--- config.mk ---
export PLATFORM = sky130hd
export DESIGN_NAME = vroq_cell
export DESIGN_NICKNAME = d
export VERILOG_FILES = /design/src/hw/rtl/vruntime_ordered_run_queue_unit_macros.svh /design/src/hw/rtl/vroq_pkg.sv /design/src/hw/rtl/vroq_cell.sv
export SDC_FILE = /design/constraint.sdc
export NUM_CORES = 1
export LEC_CHECK = 0
export ABC_AREA = 0
export BUFFER_PORTS_ARGS = -buffer_cell sky130_fd_sc_hd__buf_2
export CORE_AREA = 8 8 134 167
export DETAILED_ROUTE_END_ITERATION = 12
export DIE_AREA = 0 0 142 175
export SLEW_MARGIN = 20
export SYNTH_ARGS = -nofsm -noshare
export SYNTH_HDL_FRONTEND = slang
export SYNTH_SLANG_ARGS = --single-unit
--- constraint.sdc ---
create_clock -name clk -period 11.4 [get_ports clk]
set_input_delay 0.57 -clock clk [delete_from_list [all_inputs] [get_ports clk]]
set_output_delay 0.57 -clock clk [all_outputs]
set_load 0.1 [all_outputs]
--- src/hw/rtl/vruntime_ordered_run_queue_unit_macros.svh ---
// Assertion macros for the run queue unit.
// Used by the top level; the macros expect signals named clk and rst_n in scope.
`ifndef VRUNTIME_ORDERED_RUN_QUEUE_UNIT_MACROS_SVH
`define VRUNTIME_ORDERED_RUN_QUEUE_UNIT_MACROS_SVH

// The consequent must hold in the same cycle as the antecedent.
`define VQ_ASSERT_SAME(lbl, ante, cons, msg) \
  lbl: assert property (@(posedge clk) disable iff (!rst_n) (ante) |-> (cons)) else $error(msg);

// The consequent must hold in the cycle after the antecedent.
`define VQ_ASSERT_NEXT(lbl, ante, cons, msg) \
  lbl: assert property (@(posedge clk) disable iff (!rst_n) (ante) |=> (cons)) else $error(msg);

`endif

--- src/hw/rtl/vroq_pkg.sv ---
// Shared types and constants for the run queue unit.
// No dependencies; used by vroq_cell and the top level.
package vroq_pkg;

  localparam int unsigned QUEUE_DEPTH_DEF = 16;
  localparam int unsigned ID_W            = 8;
  localparam int unsigned RT_W            = 64;
  localparam int unsigned FUNC_W          = 2;
  localparam int unsigned STATUS_W        = 2;
  localparam int unsigned COUNT_W         = 5;

  localparam logic [ID_W-1:0] IDLE_ID_RESET = 8'd0;

  typedef enum logic [FUNC_W-1:0] {
    FUNC_ADD    = 2'd0,
    FUNC_REMOVE = 2'd1,
    FUNC_NEXT   = 2'd2,
    FUNC_NONE   = 2'd3
  } func_t;

  typedef enum logic [STATUS_W-1:0] {
    STAT_OK        = 2'd0,
    STAT_FULL      = 2'd1,
    STAT_NOT_FOUND = 2'd2,
    STAT_EMPTY     = 2'd3
  } status_t;

  typedef enum logic {
    FSM_IDLE   = 1'b0,
    FSM_SEARCH = 1'b1
  } fsm_t;

  typedef enum logic [2:0] {
    CMD_HOLD   = 3'd0,
    CMD_INSERT = 3'd1,
    CMD_POP    = 3'd2,
    CMD_START  = 3'd3,
    CMD_SCAN   = 3'd4,
    CMD_DELETE = 3'd5,
    CMD_ABORT  = 3'd6
  } cmd_op_t;

  typedef struct packed {
    cmd_op_t         op;
    logic [ID_W-1:0] task_id;
    logic [RT_W-1:0] runtime;
  } cell_cmd_t;

  typedef struct packed {
    logic            valid;
    logic [ID_W-1:0] task_id;
    logic [RT_W-1:0] runtime;
  } slot_t;

endpackage

--- src/hw/rtl/vroq_cell.sv ---
// One slot of the sorted run queue chain, with its search token.
// Depends on vroq_pkg for the command and slot types.
module vroq_cell (
  input  logic               clk,
  input  logic               rst_n,
  input  vroq_pkg::cell_cmd_t cmd,
  input  vroq_pkg::slot_t    left,
  input  logic               left_gt,
  input  logic               left_tok,
  input  vroq_pkg::slot_t    right,
  output vroq_pkg::slot_t    slot,
  output logic               gt,
  output logic               tok,
  output logic               hit,
  output logic               miss
);

  logic                      valid_r;
  logic                      valid_nxt;
  logic [vroq_pkg::ID_W-1:0] id_r;
  logic [vroq_pkg::ID_W-1:0] id_nxt;
  logic [vroq_pkg::RT_W-1:0] rt_r;
  logic [vroq_pkg::RT_W-1:0] rt_nxt;
  logic                      tok_r;
  logic                      tok_nxt;
  logic                      passed_r;
  logic                      passed_nxt;

  assign slot.valid   = valid_r;
  assign slot.task_id = id_r;
  assign slot.runtime = rt_r;
  assign tok          = tok_r;
  assign gt           = !valid_r || (rt_r > cmd.runtime);
  assign hit          = tok_r && valid_r && (id_r == cmd.task_id);
  assign miss         = tok_r && !valid_r;

  always_comb begin
    valid_nxt  = valid_r;
    id_nxt     = id_r;
    rt_nxt     = rt_r;
    tok_nxt    = tok_r;
    passed_nxt = passed_r;
    unique case (cmd.op)
      vroq_pkg::CMD_INSERT: begin
        if (left_gt) begin
          valid_nxt = left.valid;
          id_nxt    = left.task_id;
          rt_nxt    = left.runtime;
        end else if (gt) begin
          valid_nxt = 1'b1;
          id_nxt    = cmd.task_id;
          rt_nxt    = cmd.runtime;
        end
      end
      vroq_pkg::CMD_POP: begin
        valid_nxt = right.valid;
        id_nxt    = right.task_id;
        rt_nxt    = right.runtime;
      end
      vroq_pkg::CMD_START: begin
        tok_nxt    = left_tok;
        passed_nxt = 1'b0;
      end
      vroq_pkg::CMD_SCAN: begin
        tok_nxt    = left_tok;
        passed_nxt = passed_r || tok_r;
      end
      vroq_pkg::CMD_DELETE: begin
        if (!passed_r) begin
          valid_nxt = right.valid;
          id_nxt    = right.task_id;
          rt_nxt    = right.runtime;
        end
        tok_nxt    = 1'b0;
        passed_nxt = 1'b0;
      end
      vroq_pkg::CMD_ABORT: begin
        tok_nxt    = 1'b0;
        passed_nxt = 1'b0;
      end
      default: begin
      end
    endcase
  end

  always_ff @(posedge clk) begin
    if (!rst_n) begin
      valid_r  <= 1'b0;
      tok_r    <= 1'b0;
      passed_r <= 1'b0;
    end else begin
      valid_r  <= valid_nxt;
      tok_r    <= tok_nxt;
      passed_r <= passed_nxt;
    end
  end

  always_ff @(posedge clk) begin
    id_r <= id_nxt;
    rt_r <= rt_nxt;
  end

endmodule

After elaboration in Yosys (flattened, before gate mapping)
Cells that the tools add are included.
- order comparisons: 1
- eq/ne operators: 9
- multiplexer cells: 14
- reduce and logical (&&, ||, !) cells: 13
- operator list (kind ; number):
    $mux W64 ; 3
    $pmux W64 S3 ; 1
    $gt A64 B64 Y1 ; 1
    $mux W8 ; 3
    $pmux W8 S3 ; 1
    $eq A3 B3 Y1 const B ; 3
    $eq A8 B8 Y1 ; 1
    $eq A3 B2 Y1 const B ; 2
    $pmux W1 S2 ; 2
    $reduce_bool A2 Y1 ; 2
    $reduce_or A2 Y1 ; 2
    $eq A3 B1 Y1 const B ; 1
    $logic_and A1 B1 Y1 ; 3
    $mux W1 ; 3
    $ne A3 B3 Y1 const B ; 1
    $pmux W1 S3 ; 1
    $reduce_and A3 Y1 ; 1
    $reduce_bool A3 Y1 ; 1
    $reduce_or A3 Y1 ; 1
    $logic_or A1 B1 Y1 ; 2
    $ne A2 B2 Y1 const B ; 1
    $logic_not A1 Y1 ; 1
- register bits: 75
- output and inout bits: 77
- logic and storage cells: 42

Logic depth before layout (Yosys ltp)
- depth after elaboration: 5
- gate-level depth with buffers: 8
- mapped depth without buffers: 8

Worst setup path after synthesis
No wires, ideal clock.
- path kind: register -> register
- start point: reg rt_r[63] in the netlist's numbering
- end point: reg id_r[0] in the netlist's numbering, enable pin
- setup time: 0.526 ns
- data arrival time: 5.880 ns
- path slack: 4.994 ns
- stages on the path, launching flop included: 8
- path through: edfxtp_1 > ha_1 > and3_4 > nand4_2 > or4b_4 > a211oi_2 > a221oi_2 > a21oi_1
- cells in the longest elaborated chain, start to end: 4
- RTL lines (item ; RTL line ; RTL):
    from (decl) ; vroq_cell.sv:22 ; logic [vroq_pkg::RT_W-1:0] rt_r;
    from (signal assigned) ; vroq_cell.sv:100 ; rt_r <= rt_nxt;
    $gt A64 B64 Y1 ; vroq_cell.sv:33 ; assign gt = !valid_r || (rt_r > cmd.runtime);
    $logic_or A1 B1 Y1 ; vroq_cell.sv:33 ;
    $ne A3 B3 Y1 (no line) ; -- ;
    $reduce_and A3 Y1 (no line) ; -- ;
    to (signal assigned) ; vroq_cell.sv:99 ; id_r <= id_nxt;
    to (decl) ; vroq_cell.sv:20 ; logic [vroq_pkg::ID_W-1:0] id_r;
No other way between the ends.
A chain may end at the register's enable or synchronous reset.

Worst setup path in the final report
- start point: reg rt_r[63] in the netlist's numbering
- end point: reg rt_r[42] in the netlist's numbering, enable pin
- cells in the longest elaborated chain, start to end: 4
- RTL lines (item ; RTL line):
    $gt A64 B64 Y1 ; vroq_cell.sv:33
    $logic_or A1 B1 Y1 ; vroq_cell.sv:33
    $ne A3 B3 Y1 (no line) ; --
    $reduce_and A3 Y1 (no line) ; --
No other way between the ends.

==> metrics <==
vias=5175; first-pass iteration count of the detailed router=4; Arr. time, crit path=3.66 ns; post-route ant nets=0; max-slew violation count=0; CTS max path bufs=2; Hold Path Class=in2reg; reg-to-reg slack, setup=7.71 ns; measured slew at the worst slew-check pin=1.002 ns; cell with the most instances after synthesis=nand2_1; Post-Syn Area per Cell=9.539 sq um; routability cong.=0.8430; sequential area share after synthesis=39.69%; Resize count post-CTS=0; Mapped Nets=876; Initial DRC Count=165; CTS buffer count=9; mapped cell area=0.005599 sq mm; top cells by area, synth=edfxtp_1, ha_1, mux2i_1; Worst Path Max Fanout=38; status=finished clean; Syn-to-layout area delta=37.79%; clock root buffer=clkbuf_16; Slew HR=31.50%; full die area=0.02485 sq mm; Post-DP HPWL=15.84 mm; async set-reset flop share out of synthesis=0%; cell row count=58; largest net degree at the start of global routing=82; fmax=0.2713 GHz; Total Power=976.0 uW; crit path capture type=flop; Yosys top cell by area=edfxtp_1; setup violators final=0; top cell type's share of synthesized area=38.61%; pre-CTS WS=6.950 ns; IO Count=302; starting density of the core=28.26%; CTS tree=built; Peak VDD IR=0.00005543 V; global-route wire length before repair=28.77 mm; layout cells sized above 1=37.53%; GR Overflow Total=0; drc violations=0; clock slew at reported path FFs=0.06 ns; Die W=142 um; MaxCap Viol Count=0; hold_buf cts=0; htree depth=3; vias in the first global route=5402; post-route setup TNS=0 ns; Yosys cell types=42; CORE AREA=0.01981 sq mm; Worst Skew=0.009414 ns; slack of the critical path=7.715 ns; initial antenna violation count=3; nets=1166; CP required=11.37 ns; final worst path period share=32.33%; drt via density=4.484; top post-synthesis cells by count=nand2_1, o21ai_0, mux2i_1; wire per inst=16.33 um; Setup Buffers After CTS=0; Lkg Pwr=0.003904 uW; clk_lat worst skew=0.33 ns; RSZ-0062 raised after global routing=false; pwr/cell area=126.5 mW/mm^2; Port-buffer cells=301; final number of hold-violating endpoints=0; ys flop type=edfxtp_1; Routed WL=18.84 mm; Crit Path Class=reg2reg; Worst Setup Start Kind=flop; clk sinks=75; synth warn=0; Post-synth EDFFs=72; Seq cells post-synth=75; Synth Instances=587; Final min period=3.685 ns; Die Height=175 um; gr usage total=14.81%
logic make-up after synthesis:
group           after synthesis  synth area share, %
compound gates              141                14.35
simple gates                129                10.55
buf+inv                      97                6.816
flops                        75                39.69
mux                          73                13.05
fa+ha+maj                    64                14.30
xor+xnor                      8                1.251
critical path, stage by stage, from the launching register on:
cell,delay (ns)
edfxtp_1,0.40
ha_1,0.32
and3_4,0.20
nand4_2,0.15
a2111oi_0,0.91
nor3b_1,0.22
a21oi_4,0.56
buf_4,0.53
where the power goes:
part / internal [uW] / switching [uW]
Sequential: 333 / 12.3
Clock: 174 / 110
Combinational: 93.9 / 253
Total: 601 / 375
per-stage QoR:
step,hold slack [ns],cells,area [sq um],util [%]
CTS,0.4737,1151,7682,38.78
global route,0.4824,1154,7715,38.94
floorplan,0.4662,587,5599,-
finish,0.4871,1154,7715,38.94
detailed placement,0.5003,1135,7387,37.29
global placement,0.4978,1135,7387,37.29
placed cells by master, fill, tap and decap left out, types with 2 or more instances in the layout:
master / instances
or2_2: 2
mux2i_1: 73
and3_1: 3
edfxtp_1: 72
nor4_1: 5
nand3_1: 2
nand2_1: 88
nor3b_1: 2
a31oi_1: 2
nor2_1: 4
xor2_1: 7
a21boi_0: 4
clkinv_2: 3
nand4_1: 11
inv_1: 70
nor2b_1: 2
buf_2: 300
diode_2: 2
a21o_1: 10
a21oi_1: 29
clkbuf_16: 9
dfxtp_1: 3
ha_1: 64
nor3_1: 4
nand2b_1: 3
o21a_1: 2
buf_4: 5
o21ai_0: 82
worst paths after layout:
check,endpoint,depth (start not counted),startpoint
worst min register to register,passed_r,2,passed_r
worst max-delay path,rt_r[42],7,rt_r[63]
worst max register to register,rt_r[42],7,rt_r[63]
worst min-delay path,tok,2,rst_n
sequential cells by signal, indices dropped and copies added, names as in the netlist:
signal	flops
valid_r	1
rt_r	64
passed_r	1
tok	1
id_r	8
area by class of cell:
type | count | area [sq um]
diodes | 2 | 5.005
clock inverters | 5 | 52.55
well taps | 270 | 337.8
repair buffers | 306 | 1567
clock buffers | 11 | 242.7
flip-flops and latches | 75 | 2222
inverters | 70 | 262.8
multi-input cells | 415 | 3025
fillers | 2032 | 12100
routing by layer:
metal	track usage [%]	vias to the layer above	wire, um
met4	5.070	2	417
met3	4.014	25	1077
met2	26.64	154	9889
li1	-	2678	-
met5	0	-	13
met1	16.30	2316	7444
(Power assumes the default switching activity.)
